**src/pexp_ram.sv**
```systemverilog
// ----------------------------------------------------------------------------
// pexp_ram
// generic single write port, single read port ram with registered read
// ----------------------------------------------------------------------------
module pexp_ram #(
    parameter int WIDTH = 32,
    parameter int DEPTH = 64
) (
    input  logic                                    clk,
    input  logic                                    we,
    input  logic [((DEPTH > 1) ? $clog2(DEPTH) : 1)-1:0] waddr,
    input  logic [WIDTH-1:0]                        wdata,
    input  logic [((DEPTH > 1) ? $clog2(DEPTH) : 1)-1:0] raddr,
    output logic [WIDTH-1:0]                        rdata
);

    logic [WIDTH-1:0] mem [DEPTH];

    always_ff @(posedge clk)
    begin
        if (we)
        begin
            mem[waddr] <= wdata;
        end
        rdata <= mem[raddr];
    end

endmodule

```
**config.mk**
```make
export PLATFORM = sky130hd
export DESIGN_NAME = pexp_ram
export DESIGN_NICKNAME = d
export VERILOG_FILES = /design/src/pexp_ram.sv
export SDC_FILE = /design/constraint.sdc
export NUM_CORES = 2
export LEC_CHECK = 0
export BUFFER_PORTS_ARGS = -buffer_cell sky130_fd_sc_hd__buf_4
export CAP_MARGIN = 15
export CORE_UTILIZATION = 40
export DETAILED_ROUTE_END_ITERATION = 10
export GPL_TIMING_DRIVEN = 0
export MAX_ROUTING_LAYER = met4
export SYNTH_ARGS = -nofsm -noshare
export SYNTH_HDL_FRONTEND = slang
export SYNTH_SLANG_ARGS = --single-unit
export TNS_END_PERCENT = 100
```
**constraint.sdc**
```tcl
create_clock -name clk -period 5 [get_ports clk]
set_clock_uncertainty 0.2 [all_clocks]
set_input_delay 1.5 -clock clk [delete_from_list [all_inputs] [get_ports clk]]
set_output_delay 1.5 -clock clk [all_outputs]
set_load 0.1 [all_outputs]
```
==> out/qor.txt <==
Internal -> 28.51 mW
Power share of the clock group -> 41.3%
Sw Ratio -> 22.75%
DR pass1 iterations -> 8
Synthesized area per cell -> 23.62 um^2
Initial DRC Count -> 6180
Setup_tns -> -0.005274 ns
Core area -> 195000 um^2
Top_reg_cell synth -> edfxtp_1
Die Wd -> 445.0 um
Starting Density -> 40.27%
Final Core Density -> 46.89%
Vias in the first global route -> 38250
Crit path kind -> in2reg
Clock Tree Buf Depth -> 3
Worst R2R Setup Slack -> 1.89 ns
Initial antenna violation count -> 15
RSZ-0062 raised after global routing -> false
Critical path startpoint category -> primary input
CP endpoint kind -> flip-flop
Slew margin rel. -> 16.95%
TritonCTS clock tree -> built
Hold buffer count at CTS -> 0
Area taken by multi-input logic gates -> 15980 um^2
I/O pins -> 78
Hold slack -> 0.7364 ns
Max-Cap Viols -> 0
CTS buffer count -> 206
DRT antenna net count -> 0
Area after DPL -> 84800 um^2
Clk Latency, worst-skew pair -> 0.87 ns
Vias -> 39550
Sequential share of power -> 52.4%
Post-synthesis sequential area ratio -> 79.14%
Ratio of cells with drive above 1 in the final layout -> 29.94%
Max Clock Freq -> 199.8 MHz
VDD IR-drop max -> 0.0004160 V
CP required -> 5.42 ns
Critical path peak fanout -> 10
Pwr Total -> 36.90 mW
Hold WC Path Type -> reg2reg
Final WS setup -> -0.005274 ns
Ys Warns -> 0
Post-Layout Cell Count -> 6512
Tcrit/Tclk final -> 100.1%
Syn nets -> 3370
Most frequent cells in the layout -> edfxtp_1, mux4_2, clkbuf_16, clkbuf_1, buf_4
Status -> finished, violations left
Tmin final -> 5.005 ns
Worst-Margin Slew -> 1.246 ns
DRC viols -> 0
Fin. Hold Viols -> 0
Largest net degree at the start of global routing -> 65
Synth Register Bits -> 2080
Clock root buffer -> clkbuf_16
First-pass GRT wire length -> 327.6 mm
Core Rows -> 162
Final slew viol count -> 0
Syn Std Cell Area -> 78520 um^2
Die height -> 445.0 um
Clk sink count -> 2080
Crit path DAT -> 5.43 ns
Clock slew at reported path FFs -> 0.06 ns
Unique masters post-synth -> 34
Placed Cells -> 6119
Leakage -> 28.26 nW
Dpl hpwl -> 157.5 mm
Pre-CTS WS -> -1.080 ns
Post-Syn Instances -> 3324
Cell area after layout -> 91440 um^2
Commonest non-fill, non-tap cell in the layout -> edfxtp_1
WL per Instance -> 37.50 um
Comb power frac -> 6.3%
Net switching power -> 8.396 mW
Syn-to-layout area delta -> 16.46%
Pwr Density -> 403.6 nW/um^2
# H-tree levels -> 4
Total grt overflow -> 0
Port buffer count -> 69
Layout net count -> 3750
Final setup viols -> 1
Final Wtd Congestion -> 0.8819
Ys async rst share -> 0%
Post-Route WL -> 244.2 mm
Fill count -> 15860
Reg area -> 62140 um^2
Vias per cell -> 6.073
Die area -> 198100 um^2
Total GRT Usage -> 25.33%
Failing checks -> setup timing
Post-synth EDFFs -> 2048
Setup bufs post-CTS -> 0
[cell usage after synthesis, types with 3 or more instances]
| master | instances | area share [%] |
|---|---|---|
| edfxtp_1 | 2048 | 78 |
| mux4_2 | 544 | 16 |
| nor2_1 | 137 | 0.65 |
| mux2i_1 | 93 | 1.2 |
| o22ai_1 | 84 | 0.67 |
| clkbuf_1 | 74 | 0.35 |
| a21oi_1 | 62 | 0.40 |
| buf_2 | 57 | 0.36 |
| dfxtp_1 | 32 | 0.82 |
| o221ai_1 | 27 | 0.30 |
| nand2_1 | 26 | 0.12 |
| buf_4 | 25 | 0.24 |
| buf_1 | 21 | 0.10 |
| nor2b_1 | 15 | 0.12 |
| a22oi_1 | 12 | 0.11 |
| a311oi_1 | 8 | 0.089 |
| nand2b_1 | 8 | 0.064 |
| nor3_1 | 7 | 0.045 |
| buf_6 | 5 | 0.072 |
| nand3_1 | 5 | 0.032 |
| nand3b_1 | 5 | 0.048 |
| a41o_1 | 4 | 0.051 |
| and3_1 | 4 | 0.032 |
| o32ai_1 | 4 | 0.045 |
| or3_1 | 3 | 0.024 |
| or3b_2 | 3 | 0.033 |
[cells by family after synthesis]
logic type	after synthesis	synth area share, %
multiplexers	637	16.79
AO/OA/AOI/OAI	202	1.673
flip-flops	2080	79.14
buffers and inverters	182	1.128
AND/OR/NAND/NOR	223	1.265
[area by class of cell]
cell class	instances	area share, %
clock buffers	266	6.065
diodes	14	0.03831
plain buffers	181	0.9661
well taps	2624	3.591
flip-flops and latches	2080	67.96
repair buffers	173	2.793
clock inverters	112	1.117
multi-input cells	1062	17.47
[state kept, by name (all words and copies together) (netlist names)]
| name | count |
|---|---|
| mem | 2048 |
| rdata | 32 |
[worst max-delay path: stages]
cell      delay (ns)
buf_2           0.32
buf_2           0.45
clkbuf_1        0.86
mux4_2          0.43
mux4_2          0.50
o22ai_1         0.88
nor2_1          0.44
[routing by layer]
| layer | track usage [%] | vias to the layer above | wire length [um] |
|---|---|---|---|
| met5 | - | - | 0 |
| met4 | 8.520 | 0 | 8644 |
| met3 | 5.746 | 446 | 25520 |
| met2 | 38.64 | 2403 | 115700 |
| met1 | 33.73 | 21630 | 94340 |
| li1 | - | 15060 | - |
[path summary, 6_finish.rpt]
check	from	endpoint	depth (start not counted)
min reg2reg	mem[52][30]	rdata[30]	5
max	raddr[1]	rdata[18]	7
min	mem[52][30]	rdata[30]	5
max reg2reg	mem[15][18]	rdata[18]	4
[power groups by stage]
stage,registers [mW],logic [mW],clock network (mW)
6_report,19.3,2.34,15.2
5_1_grt,19.3,2.39,15.9
4_1_cts,19.3,2.32,15.3
3_5_place_dp,19.7,2.31,0
3_3_place_gp,19.7,2.23,0
2_1_floorplan,20.0,0.939,0
[what timing repair did]
item	CTS	global route
gates resized for setup	1	2
gates cloned	0	0
endpoints found under the hold margin	0	0
endpoints found under the setup margin	4	2
(Power assumes the default switching activity.)
