--- config.mk ---
export PLATFORM = sky130hd
export DESIGN_NAME = pexp_div
export DESIGN_NICKNAME = d
export VERILOG_FILES = /design/src/pexp_pkg.sv /design/src/pexp_div.sv
export SDC_FILE = /design/constraint.sdc
export NUM_CORES = 1
export LEC_CHECK = 0
export BUFFER_PORTS_ARGS = -buffer_cell sky130_fd_sc_hd__buf_2
export CAP_MARGIN = 30
export CORE_MARGIN = 1
export CORE_UTILIZATION = 62
export CTS_CLUSTER_SIZE = 12
export DETAILED_ROUTE_END_ITERATION = 6
export PLACE_DENSITY_LB_ADDON = 0.2
export SYNTH_ARGS = -nofsm -noshare
export SYNTH_HDL_FRONTEND = slang
export SYNTH_SLANG_ARGS = --single-unit
--- constraint.sdc ---
create_clock -name clk -period 4.6 [get_ports clk]
set_input_delay 0.23 -clock clk [delete_from_list [all_inputs] [get_ports clk]]
set_output_delay 0.23 -clock clk [all_outputs]
set_load 0.02 [all_outputs]
--- src/pexp_pkg.sv ---
// ----------------------------------------------------------------------------
// pexp_pkg
// shared types, codes and constants of the particle explosion update block
// ----------------------------------------------------------------------------
package pexp_pkg;

    localparam int MAX_PARTICLES = 64;

    // apb register map
    localparam int APB_ADDR_W = 4;
    localparam logic [1:0] REG_ACCEL_X = 2'd0;
    localparam logic [1:0] REG_ACCEL_Y = 2'd1;
    localparam logic [1:0] REG_ACCEL_Z = 2'd2;

    // command codes
    localparam logic CMD_SPAWN = 1'b0;
    localparam logic CMD_TICK  = 1'b1;

    // result status codes
    localparam logic [1:0] ST_ACCEPT = 2'd0;
    localparam logic [1:0] ST_FULL   = 2'd1;
    localparam logic [1:0] ST_TICK   = 2'd2;

    // divider geometry
    localparam int DIV_NUM_W = 41;
    localparam int DIV_DEN_W = 21;
    localparam int DIV_STEPS = 41;

    typedef struct packed {
        logic               cmd;
        logic signed [31:0] spawn_pos_x;
        logic signed [31:0] spawn_pos_y;
        logic signed [31:0] spawn_pos_z;
        logic signed [31:0] spawn_vel_x;
        logic signed [31:0] spawn_vel_y;
        logic signed [31:0] spawn_vel_z;
        logic [23:0]        spawn_size;
        logic [15:0]        spawn_green;
        logic [19:0]        spawn_energy;
        logic [15:0]        elapsed_time;
    } item_t;

    typedef struct packed {
        logic signed [31:0] out_pos_x;
        logic signed [31:0] out_pos_y;
        logic signed [31:0] out_pos_z;
        logic [23:0]        out_size;
        logic [15:0]        out_green;
        logic [16:0]        out_alpha;
        logic [1:0]         status;
        logic               particle_valid;
        logic               last_item;
    } result_t;

    // one stored particle, one memory word
    typedef struct packed {
        logic signed [31:0] pos_x;
        logic signed [31:0] pos_y;
        logic signed [31:0] pos_z;
        logic signed [31:0] vel_x;
        logic signed [31:0] vel_y;
        logic signed [31:0] vel_z;
        logic signed [24:0] size;
        logic signed [31:0] size_rate;
        logic signed [16:0] green;
        logic signed [31:0] green_rate;
        logic signed [17:0] alpha;
        logic signed [31:0] alpha_rate;
        logic signed [21:0] energy;
    } particle_t;

    typedef struct packed {
        logic                 start;
        logic [DIV_NUM_W-1:0] num;
        logic [DIV_DEN_W-1:0] den;
    } div_req_t;

    typedef enum logic [3:0] {
        S_IDLE,
        S_DSIZE,
        S_DGREEN,
        S_DALPHA,
        S_RESP,
        S_TMUL,
        S_TWB,
        S_OSTART,
        S_OUT
    } state_t;

endpackage

--- src/pexp_div.sv ---
// ----------------------------------------------------------------------------
// pexp_div
// restoring divider, one quotient bit per cycle, gives the negated rate
// ----------------------------------------------------------------------------
module pexp_div (
    input  logic                clk,
    input  logic                rst_n,
    input  pexp_pkg::div_req_t  req,
    output logic                done,
    output logic signed [31:0]  rate
);

    localparam int CNT_W = $clog2(pexp_pkg::DIV_STEPS + 1);

    logic                             busy_reg, busy_next;
    logic                             done_reg, done_next;
    logic [CNT_W-1:0]                 cnt_reg, cnt_next;
    logic [pexp_pkg::DIV_NUM_W-1:0]   num_reg, num_next;
    logic [pexp_pkg::DIV_DEN_W-1:0]   den_reg, den_next;
    logic [pexp_pkg::DIV_DEN_W:0]     rem_reg, rem_next;
    logic [pexp_pkg::DIV_NUM_W-1:0]   quo_reg, quo_next;
    logic [pexp_pkg::DIV_DEN_W:0]     rem_sh;
    logic                             fits;

    assign rem_sh = {rem_reg[pexp_pkg::DIV_DEN_W-1:0], num_reg[pexp_pkg::DIV_NUM_W-1]};
    assign fits   = rem_sh >= {1'b0, den_reg};

    always_comb
    begin
        busy_next = busy_reg;
        done_next = 1'b0;
        cnt_next  = cnt_reg;
        num_next  = num_reg;
        den_next  = den_reg;
        rem_next  = rem_reg;
        quo_next  = quo_reg;
        if (req.start)
        begin
            busy_next = 1'b1;
            cnt_next  = CNT_W'(pexp_pkg::DIV_STEPS);
            num_next  = req.num;
            den_next  = req.den;
            rem_next  = '0;
            quo_next  = '0;
        end
        else if (busy_reg)
        begin
            rem_next = fits ? (rem_sh - {1'b0, den_reg}) : rem_sh;
            quo_next = {quo_reg[pexp_pkg::DIV_NUM_W-2:0], fits};
            num_next = {num_reg[pexp_pkg::DIV_NUM_W-2:0], 1'b0};
            cnt_next = cnt_reg - CNT_W'(1);
            if (cnt_reg == CNT_W'(1))
            begin
                busy_next = 1'b0;
                done_next = 1'b1;
            end
        end
    end

    always_ff @(posedge clk or negedge rst_n)
    begin
        if (!rst_n)
        begin
            busy_reg <= 1'b0;
            done_reg <= 1'b0;
            cnt_reg  <= '0;
        end
        else
        begin
            busy_reg <= busy_next;
            done_reg <= done_next;
            cnt_reg  <= cnt_next;
        end
    end

    always_ff @(posedge clk)
    begin
        num_reg <= num_next;
        den_reg <= den_next;
        rem_reg <= rem_next;
        quo_reg <= quo_next;
    end

    // zero divisor or quotient of 2^31 and above saturates
    assign done = done_reg;
    assign rate = ((den_reg == '0) || (quo_reg[pexp_pkg::DIV_NUM_W-1:31] != '0))
                  ? 32'sh8000_0000 : $signed((~quo_reg[31:0]) + 32'd1);

endmodule

==> results of run 1 <==
logic make-up after synthesis:
group                    Yosys count
AND/OR/NAND/NOR                  223
flip-flops                       132
AO/OA/AOI/OAI                    100
multiplexers                      92
buffers and inverters             65
XOR/XNOR                          41
adder cells (fa/ha/maj)           25
repair_timing:
item,in CTS,in global routing
hold buffers,22,0
endpoints found under the hold margin,29,0
resized for setup,0,0
layout by cell type, fill, tap and decap left out, types with 3 or more instances in the layout:
cell             n
a211oi_1        19
a21o_1           9
a21oi_1         13
a311oi_1         5
a31oi_1          5
and2_1           5
and3_1           3
buf_2           96
buf_4            6
clkbuf_1         6
clkbuf_16       19
clkinv_4         3
dfrtp_1          7
dfxtp_1         62
dlygate4sd3_1   22
edfxtp_1        62
ha_1            24
inv_1           34
mux2_2          41
mux2i_1         50
nand2_1         23
nand2b_1        11
nand3_1          5
nand3b_1         4
nand4_1          5
nand4b_1         3
nor2_1         106
nor2b_1          5
nor3_1          16
nor3b_1          7
nor4_1           7
o21a_1           4
o21ai_0         11
o21ai_1          4
o21bai_1         3
o31ai_1          3
or3_1            4
or4_1            4
xnor2_1         18
xor2_1          23
metal layers:
layer	vias up	wire, um	GRT usage
li1	2677	-	-
met1	2604	6500	0.324
met2	137	7880	0.486
met3	23	777	0.0771
met4	0	219	0.100
met5	-	0	0
Yosys cell counts (3+ instances only):
cell	instances	share of area
nand2b_1	11	0.0097
nor2b_1	5	0.0044
nand3_1	5	0.0035
ha_1	24	0.042
buf_2	3	0.0021
o21bai_1	3	0.0032
a31oi_1	5	0.0044
mux2_2	41	0.065
and3_1	3	0.0027
mux2i_1	50	0.071
nand4b_1	3	0.0037
o31ai_1	3	0.0032
inv_1	34	0.018
nor2_1	106	0.056
a211oi_1	19	0.020
buf_1	11	0.0058
xnor2_1	18	0.022
dfxtp_1	62	0.18
and2_1	5	0.0044
a21o_1	9	0.0096
o21ai_0	11	0.0078
dfrtp_1	8	0.028
edfxtp_1	62	0.26
nand3b_1	4	0.0042
nor3b_1	7	0.0074
a21oi_1	13	0.0092
or3_1	4	0.0035
nand2_1	23	0.012
nor3_1	16	0.011
xor2_1	23	0.028
clkbuf_1	16	0.0085
nor4_1	7	0.0062
o21a_1	4	0.0042
a311oi_1	5	0.0062
o21ai_1	4	0.0028
nand4_1	5	0.0044
or4_1	4	0.0042
how the worst max path moves through the flow:
| stage | end | from | depth (start not counted) | slack, ns |
|---|---|---|---|---|
| final | rate[25] | quo_reg[2] | 8 | 1.35 |
| after global routing | rate[28] | quo_reg[2] | 8 | 1.16 |
| after CTS | rate[23] | quo_reg[2] | 8 | 1.34 |
| after detailed placement | rem_reg[15] | den_reg[13] | 9 | 1.58 |
| after global placement | rem_reg[17] | den_reg[1] | 9 | 1.73 |
| after floorplan | rate[21] | quo_reg[2] | 5 | 1.93 |
critical path, delay by kind of cell, from the launching register on:
kind	cells	cell delay, ns
buffers and inverters	1	0.17
AND/OR/NAND/NOR	6	1.91
flip-flops	1	0.36
XOR/XNOR	1	0.16
layout make-up:
type / instances / share of cell area
sequential: 132 / 0.390
clock buffer: 26 / 0.0604
multi-input combinational: 481 / 0.417
timing repair buffer: 124 / 0.0880
inverter: 35 / 0.0155
tap: 140 / 0.0207
clock inverter: 6 / 0.00813
metrics by stage:
stage,setup slack [ns],std cells,area [um2]
2_1_floorplan,1.93,678,7070
3_5_place_dp,1.58,890,7670
6_report,1.35,944,8470
4_1_cts,1.34,944,8470
5_1_grt,1.16,944,8470
3_3_place_gp,1.73,890,7670
power groups by stage:
stage | Combinational (uW) | Clock (uW) | Sequential, uW
after floorplan | 1370 | 0 | 1450
after global placement | 1740 | 0 | 1480
after detailed placement | 1790 | 0 | 1480
after CTS | 1820 | 1320 | 1470
after global routing | 2010 | 1380 | 1480
final | 1830 | 1310 | 1470
==> results.py, run 1 <==
metrics = {
    "detailed_routing": {
        "via_count": 5441,
        "wl_per_cell_um": 16.3,
        "vias_per_cell": 5.76,
        "first_pass_iters": 5,
        "drtAntennaViolNets": 0,
        "drt_iter0_markers": 357,
        "drc": 0,
        "routed_wl_mm": 15.4,
    },
    "run": {
        "maxCapViolCount": 0,
    },
    "yosys": {
        "yosys_register_bits": 132,
        "synth_top_family_by_area": "simple AND/OR/NAND/NOR gates",
        "synth-simple-area-share": 0.164,
        "yosysWarnings": 0,
        "netlist_instances": 678,
        "synth-compound-area-share": 0.101,
        "synthFlopType": "edfxtp_1",
        "synth-xor-area-share": 0.0508,
        "synth.distinct_cells": 70,
        "syn_nets": 768,
        "syn_area_um2": 7070,
        "synth_edf_count": 62,
        "synth_mux_area_frac": 0.138,
        "synth_async_sr_flop_share": 0.0606,
        "yosysSeqAreaShare": 0.467,
        "postSynthAreaPerCell_um2": 10.4,
        "synth_adder_area_share": 0.0453,
    },
    "global_routing": {
        "grt_pass1_vias": 5474,
        "grt_max_degree": 70,
        "grt_pass1_wl_mm": 25.2,
        "grt_remaining_overflow": 0,
        "antenna_found_initial": 0,
        "grt_usage": 0.278,
    },
    "timing": {
        "slew_headroom": 0.448,
        "finalHoldViolCount": 0,
        "drv_slew": 0,
        "worstMarginPinSlew_ns": 0.828,
        "skew_ns": 0.00858,
        "rsz0062_at_grt": "false",
        "setup_tns_ns": 0,
        "timing.final.crit_share": 0.706,
        "setup_viol": 0,
        "min_period_ns": 3.25,
        "max_freq_mhz": 308,
        "holdWs_ns": 0.107,
    },
    "pwr": {
        "finalPower_uw": 4600,
        "p_clk_frac": 0.284,
        "p_comb_frac": 0.397,
        "p_sw_frac": 0.358,
        "peakVddDrop_v": 0.000376,
        "p_int_uw": 2960,
        "seqPwrFrac": 0.319,
        "p_leak_uw": 0.00394,
        "switching_power_uw": 1650,
        "powerDensity_nw_per_um2": 543,
    },
    "floorplan": {
        "initial_utilization": 0.644,
        "coreArea_um2": 11000,
        "die_w_um": 109,
        "die_h_um": 109,
        "io-pin-count": 98,
        "row_count": 38,
        "dieArea_um2": 11800,
    },
    "place": {
        "dpl.hpwl_mm": 9.96,
        "portBuffers": 97,
        "gp_congestion": 0.901,
    },
    "critical_path": {
        "reg2reg_slack_ns": 1.55,
        "critical_path_class": "reg -> out",
        "critPathMaxStageDelay_ns": 0.60,
        "cp_slowest_cell": "or4_4",
        "startpoint_type": "register",
        "cp.arrival_ns": 3.02,
        "r2r_end": "rem_reg[3]",
        "path_cells": "or4_4 > or4b_4 > nor3b_4 > nand2_4 > nor4_4 > xor2_1 > nor2_1 > buf_2",
        "timing.rr.start": "den_reg[0]",
        "r2r_cells": 10,
        "critPathMaxFanout": 6,
        "cp-end-kind": "output pin",
        "cp.required_ns": 4.37,
    },
    "hold_path": {
        "min-delay-start": "req[21]",
        "min_path_cells": 2,
        "min_delay_worst_endpoint": "num_reg[0]",
        "hold_path.class": "in -> reg",
    },
    "cells_and_area": {
        "multi_input_area_um2": 3530,
        "drive_gt1_frac": 0.228,
        "area_delta_synth_final_pct": 19.7,
        "diodes": 0,
        "filler_cell_count": 729,
        "fin_nets": 881,
        "final_util": 0.771,
        "seq_area_um2": 3310,
    },
    "clock_network": {
        "cts_buffers": 17,
        "cts.htree.levels": 4,
        "cts_root_buffer": "clkbuf_16",
        "cts_setup_buffers": 0,
        "clk_latency_ns": 0.42,
        "cts_buffer_depth": 2,
        "clk_pin_slew_ns": 0.06,
        "cts_sinks": 132,
        "cts_tree": "yes",
    },
    "outcome": {
        "status": "finished, final reports clean",
    },
}
No activity file was read; power rests on OpenSTA's default activity.
==> inputs of run 2 (changes only) <==
- CORE_UTILIZATION: 62 -> 58
- clock period: 4.6 -> 3.3 ns (I/O delays scaled with it)
==> run 2 against run 1 <==
Sequential power up 39%; flip-flop and latch count is the same; sequential share of layout area decreased by 0.19 points; final cell count rose by 0.85%; die area rose by 6.8%; wire length fell by 2.0%; highest routed layer unchanged.
==> results.py, run 2 (synthesized netlist as in run 1, its figures left out) <==
metrics = {
    "outcome": {
        "status": "finished, final reports clean",
    },
    "pwr": {
        "finalPower_uw": 6440,
        "p_comb_frac": 0.398,
        "p_clk_frac": 0.284,
        "seqPwrFrac": 0.318,
        "p_sw_frac": 0.360,
        "powerDensity_nw_per_um2": 757,
        "p_leak_uw": 0.00395,
        "p_int_uw": 4120,
        "peakVddDrop_v": 0.000478,
        "switching_power_uw": 2320,
    },
    "timing": {
        "finalHoldViolCount": 0,
        "min_period_ns": 3.15,
        "slew_headroom": 0.462,
        "setup_tns_ns": 0,
        "rsz0062_at_grt": "false",
        "skew_ns": 0.00930,
        "setup_viol": 0,
        "max_freq_mhz": 317,
        "worstMarginPinSlew_ns": 0.807,
        "drv_slew": 0,
        "timing.final.crit_share": 0.956,
    },
    "clock_network": {
        "clk_latency_ns": 0.42,
        "clk_pin_slew_ns": 0.06,
        "cts_buffers": 17,
        "cts.htree.levels": 4,
        "cts_sinks": 132,
        "cts_tree": "yes",
        "cts_buffer_depth": 2,
        "cts_root_buffer": "clkbuf_16",
    },
    "cells_and_area": {
        "seq_area_um2": 3310,
        "filler_cell_count": 831,
        "final_cell_area_um2": 8510,
        "fin_cells": 952,
        "drive_gt1_frac": 0.237,
        "fin_nets": 886,
        "final_cell_mix": "nor2_1 (106), buf_2 (96), edfxtp_1 (62), dfxtp_1 (62), mux2i_1 (50)",
        "final_common_cell": "nor2_1",
        "diodes": 0,
        "multi_input_area_um2": 3530,
        "area_delta_synth_final_pct": 20.3,
    },
    "detailed_routing": {
        "route.met2.wl_mm": 7.39,
        "highest_layer": "met4",
        "first_pass_iters": 5,
        "via_count": 5467,
        "route.met3.wl_um": 775,
        "wl_per_cell_um": 15.8,
        "routed_wl_mm": 15.1,
        "drc": 0,
        "drtAntennaViolNets": 0,
        "drt_iter0_markers": 278,
        "vias_per_cell": 5.74,
        "wl_met1_mm": 6.77,
    },
    "place": {
        "portBuffers": 97,
        "place_area_um2": 7690,
        "gp_congestion": 0.856,
        "placed_cells": 896,
        "dpl.hpwl_mm": 10.1,
    },
    "hold_path": {
        "min_path_cells": 2,
        "hold_path.class": "in -> reg",
        "min-delay-start": "req[21]",
        "min_delay_worst_endpoint": "num_reg[0]",
    },
    "floorplan": {
        "die_h_um": 112,
        "coreArea_um2": 11700,
        "dieArea_um2": 12600,
        "die_w_um": 112,
        "io-pin-count": 98,
        "initial_utilization": 0.606,
        "row_count": 39,
    },
    "critical_path": {
        "cp.required_ns": 3.13,
        "r2r_end": "rem_reg[20]",
        "critPathMaxStageDelay_ns": 0.60,
        "critical_path_class": "reg -> out",
        "r2r_cells": 11,
        "cp-end-kind": "output pin",
        "reg2reg_slack_ns": 0.25,
        "cp.arrival_ns": 2.99,
        "cp_slowest_cell": "or4_4",
        "timing.rr.start": "num_reg[40]",
        "path_cells": "or4_4 > or4b_4 > nor3b_4 > nand2_4 > nor4_4 > xor2_1 > nor2_1 > buf_2",
        "critPathMaxFanout": 6,
        "startpoint_type": "register",
    },
    "global_routing": {
        "antenna_found_initial": 0,
        "grt_remaining_overflow": 0,
        "grt_max_degree": 71,
        "grt_pass1_wl_mm": 25.0,
        "grt_pass1_vias": 5264,
        "grt_usage": 0.252,
    },
    "run": {
        "maxCapViolCount": 0,
    },
}
run 2: cell types whose count changed in the layout (fill, tap and decap cells not counted), sizes merged:
| cell | previous run | this run |
|---|---|---|
| buf | 102 | 107 |
| clkbuf | 26 | 21 |
| clkinvlp | 1 | 5 |
| clkinv | 5 | 4 |
| inv | 34 | 36 |
run 2: per-stage QoR:
step / utilization / hold WS (ns) / setup WS [ns]
6_report: 0.730 / 0.0451 / 0.145
5_1_grt: 0.730 / 0.0316 / 0.00283
4_1_cts: 0.728 / 0.0258 / 0.104
3_5_place_dp: 0.660 / 0.0156 / 0.326
3_3_place_gp: 0.660 / 0.0124 / 0.449
2_1_floorplan: - / -0.131 / 0.699
run 2: what timing repair did:
action	in CTS	in global routing
endpoints found under the hold margin	29	0
setup buffers	0	2
gates resized for setup	0	0
hold buffers	22	0
setup endpoints to repair	0	2
run 2: critical path, delay by kind of cell (launching register included):
kind                   cells  cell delay [ns]
AND/OR/NAND/NOR            6             1.88
buffers and inverters      1             0.17
flip-flops                 1             0.36
XOR/XNOR                   1             0.17
run 2: cell type report:
cell class	instances	share of cell area
timing repair buffer	129	0.0920
sequential	132	0.389
clock buffer	21	0.0566
multi-input combinational	481	0.415
tap	143	0.0210
clock inverter	11	0.0116
inverter	35	0.0154
run 2: power groups by stage:
| stage | clock network (uW) | registers [uW] | logic, uW |
|---|---|---|---|
| floorplan | 0 | 2020 | 1910 |
| global placement | 0 | 2070 | 2440 |
| detailed placement | 0 | 2070 | 2500 |
| CTS | 1850 | 2040 | 2540 |
| global route | 1920 | 2070 | 2810 |
| finish | 1830 | 2050 | 2560 |
run 2: worst max path at each step:
stage / slack (ns) / startpoint / depth (start not counted) / end
after floorplan: 0.70 / quo_reg[2] / 5 / rate[21]
after global placement: 0.45 / num_reg[40] / 11 / rem_reg[20]
after detailed placement: 0.33 / num_reg[40] / 11 / rem_reg[20]
after CTS: 0.10 / quo_reg[2] / 8 / rate[25]
after global routing: 0.003 / quo_reg[2] / 8 / rate[25]
final: 0.15 / quo_reg[2] / 8 / rate[25]
run 2: routing by layer:
layer	up-vias	global-route usage
met5	-	0
li1	2692	-
met2	137	0.423
met4	0	0.0738
met3	13	0.0724
met1	2625	0.317
